### config.mk
export PLATFORM = sky130hd
export DESIGN_NAME = path_name_bucket_hash
export DESIGN_NICKNAME = d
export VERILOG_FILES = /design/src/hdl/pnbh_pkg.sv /design/src/hdl/pnbh_front.sv /design/src/hdl/pnbh_queue.sv /design/src/hdl/pnbh_back.sv /design/src/hdl/path_name_bucket_hash.sv
export SDC_FILE = /design/constraint.sdc
export NUM_CORES = 1
export LEC_CHECK = 0
export ABC_CLOCK_PERIOD_IN_PS = 4200
export BUFFER_PORTS_ARGS = -buffer_cell sky130_fd_sc_hd__buf_4
export CAP_MARGIN = 20
export CORE_AREA = 2 2 187 189
export CTS_BUF_LIST = sky130_fd_sc_hd__clkbuf_16
export DETAILED_ROUTE_END_ITERATION = 12
export DIE_AREA = 0 0 189 191
export PLACE_DENSITY_LB_ADDON = 0.15
export SLEW_MARGIN = 20
export SYNTH_ARGS = -nofsm -noshare
export SYNTH_HDL_FRONTEND = slang
export SYNTH_SLANG_ARGS = --single-unit
### constraint.sdc
create_clock -name clk_i -period 4.2 [get_ports clk_i]
set_clock_uncertainty 0.2 [all_clocks]
set_input_delay 1.05 -clock clk_i [delete_from_list [all_inputs] [get_ports clk_i]]
set_output_delay 1.05 -clock clk_i [all_outputs]
set_load 0.01 [all_outputs]
### src/hdl/pnbh_pkg.sv
`timescale 1ns / 1ps

package pnbh_pkg;

  localparam int unsigned HashW  = 32;
  localparam int unsigned ByteW  = 8;
  localparam int unsigned CountW = 30;

  localparam logic [HashW-1:0] HashSeedXor = 32'd123456789;
  localparam int unsigned      RotRight    = 5;
  localparam int unsigned      RotLeft     = 27;
  localparam logic [ByteW-1:0] CharLowA    = 8'h61;
  localparam logic [ByteW-1:0] CharLowZ    = 8'h7a;
  localparam logic [ByteW-1:0] CaseOffset  = 8'h20;

  // one quotient bit per cycle over the 32-bit hash, the last step waiting for the result register
  localparam logic [4:0] DivLastStep = 5'd31;

  typedef struct packed {
    logic full;
    logic empty;
  } q_stat_t;

  typedef enum logic {
    BkIdle,
    BkDiv
  } bk_state_e;

  function automatic logic [ByteW-1:0] fold_upper(input logic [ByteW-1:0] b);
    logic [ByteW-1:0] r;
    r = b;
    if (b >= CharLowA && b <= CharLowZ) begin
      r = b - CaseOffset;
    end
    return r;
  endfunction

  function automatic logic [HashW-1:0] mix_byte(input logic [HashW-1:0] h,
                                                input logic [ByteW-1:0] b);
    logic [HashW-1:0] rot;
    rot = (h >> RotRight) | (h << RotLeft);
    return rot ^ {{(HashW-ByteW){1'b0}}, fold_upper(b)};
  endfunction

endpackage

### src/hdl/pnbh_front.sv
`timescale 1ns / 1ps

module pnbh_front (
  input  logic                        clk_i,
  input  logic                        rst_ni,
  input  logic                        accept_i,
  input  logic [pnbh_pkg::HashW-1:0]  parent_offset_i,
  input  logic [pnbh_pkg::ByteW-1:0]  name_byte_i,
  input  logic                        first_byte_i,
  input  logic                        last_byte_i,
  input  logic                        no_byte_i,
  output logic                        q_push_o,
  output logic [pnbh_pkg::HashW-1:0]  q_data_o
);

  logic [pnbh_pkg::HashW-1:0] hash_q, hash_d;
  logic [pnbh_pkg::HashW-1:0] h_seed, h_mix;

  always_comb begin
    h_seed = first_byte_i ? (parent_offset_i ^ pnbh_pkg::HashSeedXor) : hash_q;
    h_mix  = no_byte_i ? h_seed : pnbh_pkg::mix_byte(h_seed, name_byte_i);
    hash_d = accept_i ? h_mix : hash_q;
  end

  assign q_push_o = accept_i && last_byte_i;
  assign q_data_o = h_mix;

  always_ff @(posedge clk_i or negedge rst_ni) begin
    if (!rst_ni) begin
      hash_q <= '0;
    end else begin
      hash_q <= hash_d;
    end
  end

endmodule

### src/hdl/pnbh_queue.sv
`timescale 1ns / 1ps

module pnbh_queue #(
  parameter int unsigned Depth = 2
) (
  input  logic                        clk_i,
  input  logic                        rst_ni,
  input  logic                        push_i,
  input  logic [pnbh_pkg::HashW-1:0]  data_i,
  input  logic                        pop_i,
  output logic [pnbh_pkg::HashW-1:0]  data_o,
  output pnbh_pkg::q_stat_t           stat_o
);

  localparam int unsigned PtrW = $clog2(Depth);
  localparam int unsigned CntW = $clog2(Depth + 1);
  localparam logic [PtrW-1:0] PtrLast = PtrW'(Depth - 1);
  localparam logic [CntW-1:0] CntFull = CntW'(Depth);

  logic [pnbh_pkg::HashW-1:0] mem_q [Depth];
  logic [PtrW-1:0] wr_ptr_q, wr_ptr_d, rd_ptr_q, rd_ptr_d;
  logic [CntW-1:0] cnt_q, cnt_d;
  logic do_push, do_pop;

  assign stat_o.full  = (cnt_q == CntFull);
  assign stat_o.empty = (cnt_q == '0);
  assign do_push = push_i && !stat_o.full;
  assign do_pop  = pop_i && !stat_o.empty;
  assign data_o  = mem_q[rd_ptr_q];

  always_comb begin
    wr_ptr_d = wr_ptr_q;
    rd_ptr_d = rd_ptr_q;
    cnt_d    = cnt_q;
    if (do_push) begin
      wr_ptr_d = (wr_ptr_q == PtrLast) ? '0 : wr_ptr_q + 1'b1;
    end
    if (do_pop) begin
      rd_ptr_d = (rd_ptr_q == PtrLast) ? '0 : rd_ptr_q + 1'b1;
    end
    if (do_push && !do_pop) begin
      cnt_d = cnt_q + 1'b1;
    end else if (do_pop && !do_push) begin
      cnt_d = cnt_q - 1'b1;
    end
  end

  always_ff @(posedge clk_i or negedge rst_ni) begin
    if (!rst_ni) begin
      wr_ptr_q <= '0;
      rd_ptr_q <= '0;
      cnt_q    <= '0;
    end else begin
      wr_ptr_q <= wr_ptr_d;
      rd_ptr_q <= rd_ptr_d;
      cnt_q    <= cnt_d;
    end
  end

  always_ff @(posedge clk_i) begin
    if (do_push) begin
      mem_q[wr_ptr_q] <= data_i;
    end
  end

endmodule

### src/hdl/pnbh_back.sv
`timescale 1ns / 1ps

module pnbh_back (
  input  logic                         clk_i,
  input  logic                         rst_ni,
  input  logic                         cfg_we_i,
  input  logic [pnbh_pkg::CountW-1:0]  cfg_data_i,
  input  pnbh_pkg::q_stat_t            q_stat_i,
  input  logic [pnbh_pkg::HashW-1:0]   q_data_i,
  output logic                         q_pop_o,
  input  logic                         pop_i,
  output logic                         empty_o,
  output logic [pnbh_pkg::CountW-1:0]  bucket_index_o
);

  pnbh_pkg::bk_state_e state_q, state_d;

  logic [pnbh_pkg::CountW-1:0] count_q;
  logic [pnbh_pkg::CountW-1:0] divisor;
  logic [pnbh_pkg::HashW-1:0]  dvd_q, dvd_d;
  logic [pnbh_pkg::CountW-1:0] rem_q, rem_d;
  logic [4:0]                  step_q, step_d;
  logic [pnbh_pkg::CountW-1:0] out_q, out_d;
  logic                        out_vld_q, out_vld_d;
  logic [pnbh_pkg::CountW:0]   trial;
  logic [pnbh_pkg::CountW:0]   diff;
  logic [pnbh_pkg::CountW-1:0] rem_next;
  logic                        out_free;

  // a zero count acts as one bucket
  assign divisor = (count_q == '0) ? pnbh_pkg::CountW'(1) : count_q;

  assign trial    = {rem_q, dvd_q[pnbh_pkg::HashW-1]};
  assign diff     = trial - {1'b0, divisor};
  assign rem_next = (trial >= {1'b0, divisor}) ? diff[pnbh_pkg::CountW-1:0]
                                               : trial[pnbh_pkg::CountW-1:0];
  assign out_free = !out_vld_q || pop_i;

  always_comb begin
    state_d   = state_q;
    dvd_d     = dvd_q;
    rem_d     = rem_q;
    step_d    = step_q;
    out_d     = out_q;
    out_vld_d = out_vld_q && !pop_i;
    q_pop_o   = 1'b0;
    case (state_q)
      pnbh_pkg::BkIdle: begin
        if (!q_stat_i.empty) begin
          q_pop_o = 1'b1;
          dvd_d   = q_data_i;
          rem_d   = '0;
          step_d  = '0;
          state_d = pnbh_pkg::BkDiv;
        end
      end
      pnbh_pkg::BkDiv: begin
        // last step waits until the result register can take the beat
        if (step_q != pnbh_pkg::DivLastStep || out_free) begin
          rem_d  = rem_next;
          dvd_d  = dvd_q << 1;
          step_d = step_q + 1'b1;
          if (step_q == pnbh_pkg::DivLastStep) begin
            out_d     = rem_next;
            out_vld_d = 1'b1;
            state_d   = pnbh_pkg::BkIdle;
          end
        end
      end
      default: begin
        state_d = pnbh_pkg::BkIdle;
      end
    endcase
  end

  assign empty_o        = !out_vld_q;
  assign bucket_index_o = out_q;

  always_ff @(posedge clk_i or negedge rst_ni) begin
    if (!rst_ni) begin
      state_q   <= pnbh_pkg::BkIdle;
      out_vld_q <= 1'b0;
      count_q   <= pnbh_pkg::CountW'(1);
      step_q    <= '0;
    end else begin
      state_q   <= state_d;
      out_vld_q <= out_vld_d;
      step_q    <= step_d;
      if (cfg_we_i) begin
        count_q <= cfg_data_i;
      end
    end
  end

  always_ff @(posedge clk_i) begin
    dvd_q <= dvd_d;
    rem_q <= rem_d;
    out_q <= out_d;
  end

endmodule

### src/hdl/path_name_bucket_hash.sv
`timescale 1ns / 1ps

// Path name bucket hash. Push one name byte per beat; first_byte_i seeds the
// hash from parent_offset_i, no_byte_i marks a beat that carries no byte, and
// last_byte_i closes the name and queues a result. Bytes are taken at one per
// cycle while full_o is low. Each closed name then goes through a restoring
// divider that loads it and runs 32 steps at one quotient bit per cycle, the
// last step waiting while the result register is full; up to QDepth closed
// hashes wait in the queue ahead of it while bytes keep streaming. Write
// bucket_count through cfg_valid_i/cfg_data_i only while no name is in flight.
module path_name_bucket_hash #(
  parameter int unsigned QDepth = 2
) (
  input  logic                         clk_i,
  input  logic                         rst_ni,
  input  logic                         cfg_valid_i,
  output logic                         cfg_ready_o,
  input  logic [pnbh_pkg::CountW-1:0]  cfg_data_i,
  input  logic                         push_i,
  output logic                         full_o,
  input  logic [pnbh_pkg::HashW-1:0]   parent_offset_i,
  input  logic [pnbh_pkg::ByteW-1:0]   name_byte_i,
  input  logic                         first_byte_i,
  input  logic                         last_byte_i,
  input  logic                         no_byte_i,
  output logic                         empty_o,
  input  logic                         pop_i,
  output logic [pnbh_pkg::CountW-1:0]  bucket_index_o
);

  pnbh_pkg::q_stat_t          q_stat;
  logic                       q_push, q_pop;
  logic [pnbh_pkg::HashW-1:0] q_wdata, q_rdata;
  logic                       accept;

  assign cfg_ready_o = 1'b1;
  assign full_o      = q_stat.full;
  assign accept      = push_i && !q_stat.full;

  pnbh_front u_front (
    .clk_i           (clk_i),
    .rst_ni          (rst_ni),
    .accept_i        (accept),
    .parent_offset_i (parent_offset_i),
    .name_byte_i     (name_byte_i),
    .first_byte_i    (first_byte_i),
    .last_byte_i     (last_byte_i),
    .no_byte_i       (no_byte_i),
    .q_push_o        (q_push),
    .q_data_o        (q_wdata)
  );

  pnbh_queue #(
    .Depth (QDepth)
  ) u_queue (
    .clk_i  (clk_i),
    .rst_ni (rst_ni),
    .push_i (q_push),
    .data_i (q_wdata),
    .pop_i  (q_pop),
    .data_o (q_rdata),
    .stat_o (q_stat)
  );

  pnbh_back u_back (
    .clk_i          (clk_i),
    .rst_ni         (rst_ni),
    .cfg_we_i       (cfg_valid_i && cfg_ready_o),
    .cfg_data_i     (cfg_data_i),
    .q_stat_i       (q_stat),
    .q_data_i       (q_rdata),
    .q_pop_o        (q_pop),
    .pop_i          (pop_i),
    .empty_o        (empty_o),
    .bucket_index_o (bucket_index_o)
  );

endmodule

# After elaboration in Yosys (flattened, before gate mapping)
# Memories as Yosys holds them, arrays and structs flattened.
# Cells that the tools add are included.
dict set report classes {
  shifts 0
  n_mul 0
  muxes 28
  n_reduce_logical 21
  order_cmp 3
  n_div 0
  add_sub_neg 7
  bitwise 4
  eq_ne 5
}
# operator count
set op_table {}
lappend op_table {{2-to-1 mux 32 bit} 4}
lappend op_table {{2-to-1 mux 30 bit} 4}
lappend op_table {{case mux 32 bit (2 select lines)} 1}
lappend op_table {{case mux 30 bit (2 select lines)} 1}
lappend op_table {{OR 27 x 32 -> 32 bit} 1}
lappend op_table {{bitwise XOR 32 x 8 -> 32 bit} 1}
lappend op_table {{greater-or-equal comparator 31 x 30 -> 1 bit} 1}
lappend op_table {{zero test 30 bit} 1}
lappend op_table {{subtractor 30 bit} 1}
lappend op_table {{NOT 16 bit} 1}
lappend op_table {{2-to-1 mux 1 bit} 11}
lappend op_table {{2-to-1 mux 5 bit} 2}
lappend op_table {{case mux 5 bit (2 select lines)} 1}
lappend op_table {{greater-or-equal comparator 8 x 7 -> 1 bit, second input constant} 1}
lappend op_table {{<= comparator 8 x 7 -> 1 bit, second input constant} 1}
lappend op_table {{logical AND 1 bit} 8}
lappend op_table {{2-to-1 mux 8 bit} 1}
lappend op_table {{subtractor 8 x 6 -> 8 bit, second input constant} 1}
lappend op_table {{zero test 1 bit} 6}
lappend op_table {{adder 5 x 1 -> 5 bit, second input constant} 1}
lappend op_table {{== test 5 bit, second input constant} 1}
lappend op_table {{inequality test 5 bit, second input constant} 1}
lappend op_table {{2-to-1 mux 2 bit} 2}
lappend op_table {{inequality test 2 bit, second input constant} 2}
lappend op_table {{other kinds (11)} 13}
dict set report word_totals {
  ram_bits 64
  output_inout_bits 33
  input_bits 78
  latchBits 0
  rom_bits 0
  regBits 165
  word_cells 80
  memories 1
}
# memory depth word_bits rd rd_ports_with_merged_regs write_ports line
set memory_table {}
lappend memory_table {u_queue.mem_q 2 32 1 0 1 pnbh_queue.sv:20} ;# logic [pnbh_pkg::HashW-1:0] mem_q [Depth];

# Longest topological paths before layout
# Gate-level depths: netlist of the first run.
dict set report depth {
  ltp_word 9
  ltp_mapped 13
  ltp_nobuf 12
}

# Cells and area by module
# A second synthesis of the first run with hierarchy kept.
dict set report unflattened {
  cells_unflattened 949
  hier_area_um2 12082.8
}
# mod area_per_inst_um2 instances cells_each seq_area_each_um2
set modules_own_cells {}
lappend modules_own_cells {pnbh_back 7055.5 1 630 3689.8}
lappend modules_own_cells {pnbh_queue 2658.8 1 119 2021.9}
lappend modules_own_cells {pnbh_front 2343.5 1 197 800.8}
lappend modules_own_cells {path_name_bucket_hash 25.0 1 3 0.0}

# Least setup slack after synthesis of the first run
# OpenSTA, ideal clock, no wires.
dict set report synth_timing {
  path_type {input port to flip-flop}
  startpoint {in push_i}
  endpoint {mem u_queue.mem_q[0][0] (netlist bit), enable pin}
  required_ns 3.579
  setup_slack_ns 0.317
  setup_time_ns 0.421
  path_stages 5
  n_path_buf 2
  arrival_time_ns 3.262
  cell_sequence {nor2b_1 clkbuf_1 clkbuf_1 nand2_1 nor2_1}
}
dict set report synth_via {
  elab_chain_len 5
}
# element line
set synth_lines {}
lappend synth_lines {{start: declaration} path_name_bucket_hash.sv:19} ;# input logic push_i,
lappend synth_lines {{logical AND 1 bit} path_name_bucket_hash.sv:38} ;# assign accept = push_i && !q_stat.full;
lappend synth_lines {{logical AND 1 bit} pnbh_front.sv:25} ;# assign q_push_o = accept_i && last_byte_i;
lappend synth_lines {{logical AND 1 bit} pnbh_queue.sv:27} ;# assign do_push = push_i && !stat_o.full;
lappend synth_lines {{2-to-1 mux 1 bit} pnbh_queue.sv:61} ;# if (do_push) begin
lappend synth_lines {{2-to-1 mux 1 bit (implied by the code)} pnbh_queue.sv:62} ;# mem_q[wr_ptr_q] <= data_i;
lappend synth_lines {{end: declaration} pnbh_queue.sv:20}
# Every way passes these cells.

# Worst setup path in the final report of the first run
dict set report layout_timing {
  startpoint {reg u_back.count_q[26] (netlist bit)}
  endpoint {reg u_back.rem_q[24] (netlist bit) (data pin)}
}
dict set report layout_via {
  elab_chain_len 6
}
# element line
set layout_lines {}
lappend layout_lines {{start: declaration} pnbh_back.sv:18} ;# logic [pnbh_pkg::CountW-1:0] count_q;
lappend layout_lines {{start signal: assignment} pnbh_back.sv:83} ;# count_q <= pnbh_pkg::CountW'(1);
lappend layout_lines {{start signal: assignment} pnbh_back.sv:90} ;# count_q <= cfg_data_i;
lappend layout_lines {{zero test 30 bit} pnbh_back.sv:31} ;# assign divisor = (count_q == '0) ? pnbh_pkg::CountW'(1) : count_q;
lappend layout_lines {{2-to-1 mux 30 bit (*)} pnbh_back.sv:31}
lappend layout_lines {{subtractor 30 bit / greater-or-equal comparator 31 x 30 -> 1 bit (equally long branches)} {pnbh_back.sv:34, pnbh_back.sv:35}}
lappend layout_lines {{2-to-1 mux 30 bit (*)} pnbh_back.sv:35} ;# assign rem_next = (trial >= {1'b0, divisor}) ? diff[pnbh_pkg::CountW-1:0]
lappend layout_lines {{2-to-1 mux 30 bit (*)} pnbh_back.sv:59} ;# if (step_q != pnbh_pkg::DivLastStep || out_free) begin
lappend layout_lines {{case mux 30 bit (2 select lines) (*)} pnbh_back.sv:47} ;# case (state_q)
lappend layout_lines {{end signal: assignment} pnbh_back.sv:97} ;# rem_q <= rem_d;
lappend layout_lines {{end: declaration} pnbh_back.sv:21} ;# logic [pnbh_pkg::CountW-1:0] rem_q, rem_d;
# Mark *: on every way between the ends. The rest lies on a longest branch, timed or not. The select of a mux whose other input is x is not followed.
# A chain may end at the register's enable or synchronous reset.

==> impl_metrics.yaml, run 1 <==
synth:
  synth_top_area_share: 0.395
  synth.area.top_cells: "edfxtp_1 40%, dfrtp_1 15%, mux4_2 4.4%, mux2_2 4.1%, mux2i_1 4.1%"
  yosys.cell_types.count: 72
  syn_nets: 1105
  synthCells: 989
  synth-seq-cells: 229
  synth_edf_count: 156
  synthesis.area_um2: 11800
  yosys_warnings: 0
  synthArstFlopShare: 0.319
  synth_ff_type: "edfxtp_1"
  yosysTopAreaCell: "edfxtp_1"
  ys_seq_area_frac: 0.550
  syn_avg_cell_area_um2: 12.0
cts:
  cts_root_buf: "clkbuf_16"
  clk_latency_ps: 530
  clk_pin_slew_ps: 60
  ctsResizeCount: 0
  cts_tree: "yes"
  post_cts_buffers: 0
  cts_buffers: 27
  ctsHtreeMaxLevel: 1
  cts_sinks: 229
  clockBufferDepth: 3
setup_path:
  rrSetupSlack_ps: 400
  crit_arrival_ps: 3850
  cp_top_family: "simple AND/OR/NAND/NOR gates"
  critPathKind: "reg2reg"
  critical_path_buf_inv_count: 0
  crit_path_top_delay_cell: "or4_1"
  path_cells: "nor4_1 -> nand4_1 -> o21bai_1 -> ha_1 -> fa_1 -> nand2b_1 -> a211oi_1 -> o21ai_0 -> a21boi_0 -> or4_1 -> nand3_2 -> a21oi_1"
  path_max_fanout: 3
  worstSetupEndpointType: "register"
  cp_slowest_stage_delay_ps: 520
  cp.required_ps: 4240
  crit_path_start_kind: "register"
placed_design:
  place_ws_ps: 280
  finalWeightedCongestion: 0.855
  port_buffers: 109
  place_hpwl_um: 19900
floorplanning:
  die_y_um: 191
  io_pins: 111
  core_area_um2: 34100
  die-area_um2: 36100
  start_util: 0.347
  row_count: 68
  die_w_um: 189
cells_and_area:
  final_cell_mix: "156 x edfxtp_1, 122 x buf_4, 107 x nand2_1"
  finalNetCount: 1208
  area_growth_pct: 18.3
  drive_gt1_frac: 0.234
  final_common_cell: "edfxtp_1"
  seq_area_um2: 6520
  multi_input_area_um2: 4890
  fillers: 3270
  antenna_cells: 0
route:
  vias_per_cell: 5.05
  initialDrtViolationCount: 480
  firstDrtPassIters: 5
  wl_per_cell_um: 18.2
  drc: 0
  via_count: 7917
  final_antenna_net_count: 0
  drt-total-wl_um: 28500
flow_run:
  drv_cap: 0
sta:
  max_slew_margin: 0.290
  setup_tns_ps: 0
  rsz0062_at_grt: "false"
  worstMarginPinSlew_ps: 1070
  setup_ws_ps: 396
  finalCritPeriodShare: 0.906
  worst_hold_slack_ps: 306
  slew_viol_final: 0
  finalCriticalPeriod_ps: 3800
  hold_viol: 0
  clock.fmax_mhz: 263
  setup_viol: 0
power_and_ir_drop:
  leakagePower_nw: 5.71
  powerDensity_nw_per_um2: 762
  total_power_mw: 10.7
  vdd.ir_drop.worst_v: 0.000328
run_status:
  status: "completed"
grt:
  grt_max_degree: 75
  antenna_found_initial: 0
  grt_overflow: 0
  grt_pass1_vias: 8005
  grt_pass1_wl_um: 44700
  grt_usage: 0.157
worst_hold_path:
  min_path_type: "reg2reg"
-- metal layers --
| layer | vias up | GRT usage | wire [um] |
|---|---|---|---|
| li1 | 3849 | - | - |
| met1 | 3868 | 0.213 | 13200 |
| met2 | 160 | 0.264 | 13700 |
| met4 | 0 | 0.0334 | 455 |
| met5 | - | 0 | 0 |
| met3 | 40 | 0.0248 | 1180 |
-- through the flow --
step           utilization  instance area [um^2]  cells
6_report             0.411                 14000   1568
5_1_grt              0.411                 14000   1568
4_1_cts              0.411                 14000   1567
3_5_place_dp         0.385                 13100   1517
3_3_place_gp         0.385                 13100   1517
2_1_floorplan            -                 11800    989
-- final timing paths --
check                                               start                              to  cells after the start
hold reg to reg             u_front.hash_q[3]$_DFFE_PN0P_   u_front.hash_q[3]$_DFFE_PN0P_                      1
min in group asynchronous                          rst_ni   u_front.hash_q[9]$_DFFE_PN0P_                      1
max in group asynchronous                          rst_ni   u_back.count_q[0]$_DFFE_PN1P_                      2
hold / removal              u_front.hash_q[3]$_DFFE_PN0P_   u_front.hash_q[3]$_DFFE_PN0P_                      1
setup reg to reg           u_back.count_q[26]$_DFFE_PN0P_  u_back.rem_q[24]$_SDFFCE_PN0P_                     12
setup / recovery           u_back.count_q[26]$_DFFE_PN0P_  u_back.rem_q[24]$_SDFFCE_PN0P_                     12
-- what timing repair did --
| action | 4_1_cts | 5_1_grt |
|---|---|---|
| setup endpoints to repair | 0 | 1 |
| endpoints found under the hold margin | 0 | 0 |
| hold buffers | 0 | 0 |
-- cell families after synthesis --
logic type                 share of synthesized area
xor gates and xnor gates                      0.0244
buffers and inverters                         0.0396
muxes                                          0.130
DFF                                            0.550
other                                       0.000317
AOI/OAI and AO/OA                              0.113
adders and majority gates                     0.0408
and+or+nand+nor                                0.102
-- worst reg2reg max path, delay by kind of cell (launching register included) --
family	cells	cell delay [ps]
compound gates	5	1030
fa+ha+maj	2	430
flops	1	390
simple gates	5	1470
-- synth_stat cells, types with 4 or more instances --
cell type and number:
ha_1 37, a211oi_2 4, mux2i_1 48, nor2_1 41, nor3_1 12, edfxtp_1 156, nor2b_1 5, o21bai_1 4
mux2_4 4, nand2_1 107, and3_1 5, and2_1 22, nand4_1 10, xnor2_1 15, o31ai_1 6, mux4_2 23
o211ai_1 5, a21oi_1 47, a211o_1 5, nand2b_1 8, o21a_1 5, inv_1 60, o21ai_1 4, dfrtp_1 72
xor2_1 18, clkbuf_1 34, nor4_1 8, or4_1 4, a21o_1 9, mux2_2 43, o21ai_0 82, a211oi_1 11
nand3_1 12, buf_2 10
-- cell type report --
type                    instances  area share
flip-flops and latches        229       0.465
multi-input cells             651       0.349
repair buffers                123      0.0668
clock buffers                  27      0.0482
well taps                     455      0.0406
inverters                      60      0.0161
clock inverters                23      0.0148
-- power by group --
part           switching (mW)  total, mW  internal, mW
clock network           0.909       2.32          1.41
logic                    2.45       4.46          2.01
registers               0.443       3.90          3.46
total                    3.80       10.7          6.88
-- registers in the layout (all words and copies together) (netlist names) --
name and count:
u_queue.mem_q 64, u_back.step_q 5, u_queue.rd_ptr_q 1, u_queue.wr_ptr_q 1, u_back.rem_q 30, u_back.state_q 1
u_back.count_q 30, u_front.hash_q 32, u_queue.cnt_q 2, u_back.bucket_index_o 30, u_back.out_vld_q 1, u_back.dvd_q 32
Power figures use the tool's default switching activity.
==> run 2, diff against run 1 <==
--- a/config.mk
+++ b/config.mk
@@ -5,13 +5,14 @@
 export SDC_FILE = /design/constraint.sdc
 export NUM_CORES = 1
 export LEC_CHECK = 0
+export ABC_AREA = 1
 export ABC_CLOCK_PERIOD_IN_PS = 4200
 export BUFFER_PORTS_ARGS = -buffer_cell sky130_fd_sc_hd__buf_4
 export CAP_MARGIN = 20
-export CORE_AREA = 2 2 187 189
+export CORE_AREA = 2 2 190 192
 export CTS_BUF_LIST = sky130_fd_sc_hd__clkbuf_16
 export DETAILED_ROUTE_END_ITERATION = 12
-export DIE_AREA = 0 0 189 191
+export DIE_AREA = 0 0 192 194
 export PLACE_DENSITY_LB_ADDON = 0.15
 export SLEW_MARGIN = 20
 export SYNTH_ARGS = -nofsm -noshare
==> impl_metrics.yaml, run 2 <==
worst_hold_path:
  min_path_type: "reg2reg"
  min_from: "u_front.hash_q[1]$_DFFE_PN0P_"
  whs_path_depth: 2
  hold_end: "u_front.hash_q[1]$_DFFE_PN0P_"
sta:
  setup_tns_ps: 0
  rsz0062_at_grt: "false"
  finalCritPeriodShare: 0.834
  slew_viol_final: 0
  max_slew_margin: 0.332
  setup_viol: 0
  setup_ws_ps: 696
  clock.fmax_mhz: 285
  finalCriticalPeriod_ps: 3500
  worstMarginPinSlew_ps: 1000
  worst_hold_slack_ps: 277
  hold_viol: 0
route:
  drc: 0
  wl_per_cell_um: 15.8
  via_count: 9429
  initialDrtViolationCount: 355
  vias_per_cell: 4.68
  final_antenna_net_count: 0
  firstDrtPassIters: 5
  drt-total-wl_um: 31900
cells_and_area:
  largest_register_ff_count: 64
  top_register: "u_queue.mem_q"
  final_cell_mix: "447 x nand2_1, 212 x inv_1, 156 x edfxtp_1"
  final_common_cell: "nand2_1"
  fin_area_um2: 14400
  antenna_cells: 0
  drive_gt1_frac: 0.121
  area_growth_pct: 18.2
  finalNetCount: 1650
  reg.largest.list: "u_queue.mem_q: 64 flops, u_back.dvd_q: 32 flops, u_front.hash_q: 32 flops"
  final_util: 0.408
cts:
  clk_pin_slew_ps: 60
  cts_tree: "yes"
  cts_sinks: 229
  cts_root_buf: "clkbuf_16"
  ctsHtreeMaxLevel: 1
  clk_latency_ps: 560
  cts_buffers: 27
  cts_hold_buf: 0
  clockBufferDepth: 3
  ctsResizeCount: 0
  post_cts_buffers: 0
setup_path:
  crit_arrival_ps: 3580
  cp_slowest_stage_delay_ps: 380
  worstSetupEndpointType: "register"
  r2r-end: "u_back.rem_q[2]$_SDFFCE_PN0P_"
  critPathKind: "reg2reg"
  worst_path_most_repeated_cell: "nand2_1"
  crit_path_start_kind: "register"
  rr_startpoint: "u_back.count_q[27]$_DFFE_PN0P_"
  rrSetupSlack_ps: 700
  reg2regPathDepth: 18
  path_cells: "inv_1 -> nand4_1 -> nor3_1 -> nand3_1 -> o21ai_0 -> ha_1 -> inv_1 -> nand3_1 -> nand2_1 -> nand2_1 -> nand2_1 -> nand2_1 -> nand2_1 -> nand2_1 -> nand3_2 -> buf_4 -> o21ai_1 -> nor2_1"
  critical_path_buf_inv_count: 3
  path_max_fanout: 21
  crit_path_top_delay_cell: "buf_4"
  cp.required_ps: 4270
  cp_top_family: "simple AND/OR/NAND/NOR gates"
synth:
  ys_seq_area_frac: 0.535
  yosys.cell_types.count: 38
  synth-seq-cells: 229
  synthesis.area_um2: 12200
  synth.area.top_cells: "edfxtp_1 39%, dfrtp_1 15%, nand2_1 14%, inv_1 6.4%, ha_1 3.8%"
  netlist_top_cells_count: "448 x nand2_1, 207 x inv_1, 156 x edfxtp_1, 107 x nor2_1, 90 x o21ai_0"
  yosys_warnings: 0
  yosysMostFrequentCell: "nand2_1"
  syn_nets: 1547
  synthCells: 1431
  syn_avg_cell_area_um2: 8.50
  synth_top_area_share: 0.385
  synthArstFlopShare: 0.319
  synth_ff_type: "edfxtp_1"
  yosysTopAreaCell: "edfxtp_1"
  synth_edf_count: 156
floorplanning:
  start_util: 0.345
  die-area_um2: 37200
  die_w_um: 192
  io_pins: 111
  core_area_um2: 35200
  row_count: 69
  die_y_um: 194
placed_design:
  place_ws_ps: 676
  place_area_um2: 13500
  finalWeightedCongestion: 0.881
  place_hpwl_um: 23000
  port_buffers: 109
power_and_ir_drop:
  vdd.ir_drop.worst_v: 0.000375
  powerDensity_nw_per_um2: 732
  leakagePower_nw: 6.76
grt:
  antenna_found_initial: 0
  grt_max_degree: 61
  gr-max-usage-layer: "met2"
  grt_use_met3: 0.0233
  gr-usage-met1: 0.232
  grt_pass1_vias: 9484
  globalRouteMet2Util: 0.299
  grt_usage: 0.173
  grt_pass1_wl_um: 50800
  grt_overflow: 0
flow_run:
  drv_cap: 0
run_status:
  status: "completed"
## run 2: cell types whose count changed after synthesis, sizes merged, moves of 23 or more
cell   before  now
nor2       41  109
mux2i      48   17
a21oi      50   80
nand2     108  449
nand3      13   55
inv        60  208
mux2       47    0
mux4       23    0
## run 2: worst register-to-register path, cell delays in order (launching register included)
cell	delay [ps]
dfrtp_1	360
inv_1	80
nand4_1	90
nor3_1	220
nand3_1	220
o21ai_0	210
ha_1	210
inv_1	70
nand3_1	60
nand2_1	100
nand2_1	70
nand2_1	100
nand2_1	80
nand2_1	80
nand2_1	80
nand3_2	350
buf_4	390
o21ai_1	190
nor2_1	50
## run 2: worst max-delay path by stage
| stage | from | to | slack (ps) | depth (start not counted) |
|---|---|---|---|---|
| 2_1_floorplan | pop_i | u_back.step_q[2]$_DFFE_PN0P_ | 540 | 8 |
| 3_3_place_gp | u_back.count_q[26]$_DFFE_PN0P_ | u_back.rem_q[2]$_SDFFCE_PN0P_ | 740 | 18 |
| 3_5_place_dp | u_back.count_q[27]$_DFFE_PN0P_ | u_back.rem_q[2]$_SDFFCE_PN0P_ | 680 | 18 |
| 4_1_cts | u_back.count_q[27]$_DFFE_PN0P_ | u_back.rem_q[2]$_SDFFCE_PN0P_ | 660 | 18 |
| 5_1_grt | u_back.count_q[26]$_DFFE_PN0P_ | u_back.rem_q[2]$_SDFFCE_PN0P_ | 390 | 18 |
| 6_report | u_back.count_q[27]$_DFFE_PN0P_ | u_back.rem_q[2]$_SDFFCE_PN0P_ | 700 | 18 |
## run 2: power breakdown
group	switching [mW]	total [mW]	internal (mW)
clock	0.959	2.38	1.42
sequential	0.301	3.74	3.44
combinational	2.90	4.40	1.50
## run 2: cells by family (layout without fill, tap and decap cells)
kind of cell / Yosys count / count (layout) / synth area share
and+or+nand+nor: 672 / 672 / 0.227
buffers and inverters: 258 / 382 / 0.0827
DFF: 229 / 229 / 0.535
AOI/OAI and AO/OA: 190 / 190 / 0.0819
adders and majority gates: 38 / 38 / 0.0397
xor gates and xnor gates: 26 / 26 / 0.0187
muxes: 17 / 17 / 0.0140
other: 1 / 1 / 0.000308
## run 2: final cells by class
type                    instances  area (um^2)
multi-input cells             944         4670
clock inverters                23          229
well taps                     461          577
fillers                      3626        20800
clock buffers                  27          676
repair buffers                124          938
flip-flops and latches        229         6510
inverters                     208          781
## run 2: layer usage
metal  wire [um]  vias up
met5           0        -
met4         542        0
met3        1060       32
met2       15400      151
met1       14800     4431
li1            -     4815
## run 2: through the flow
stage	cells	power, mW
final	2016	10.5
after global routing	2016	11.4
after CTS	2016	10.6
after detailed placement	1966	8.20
after global placement	1965	8.13
after floorplan	1431	6.99
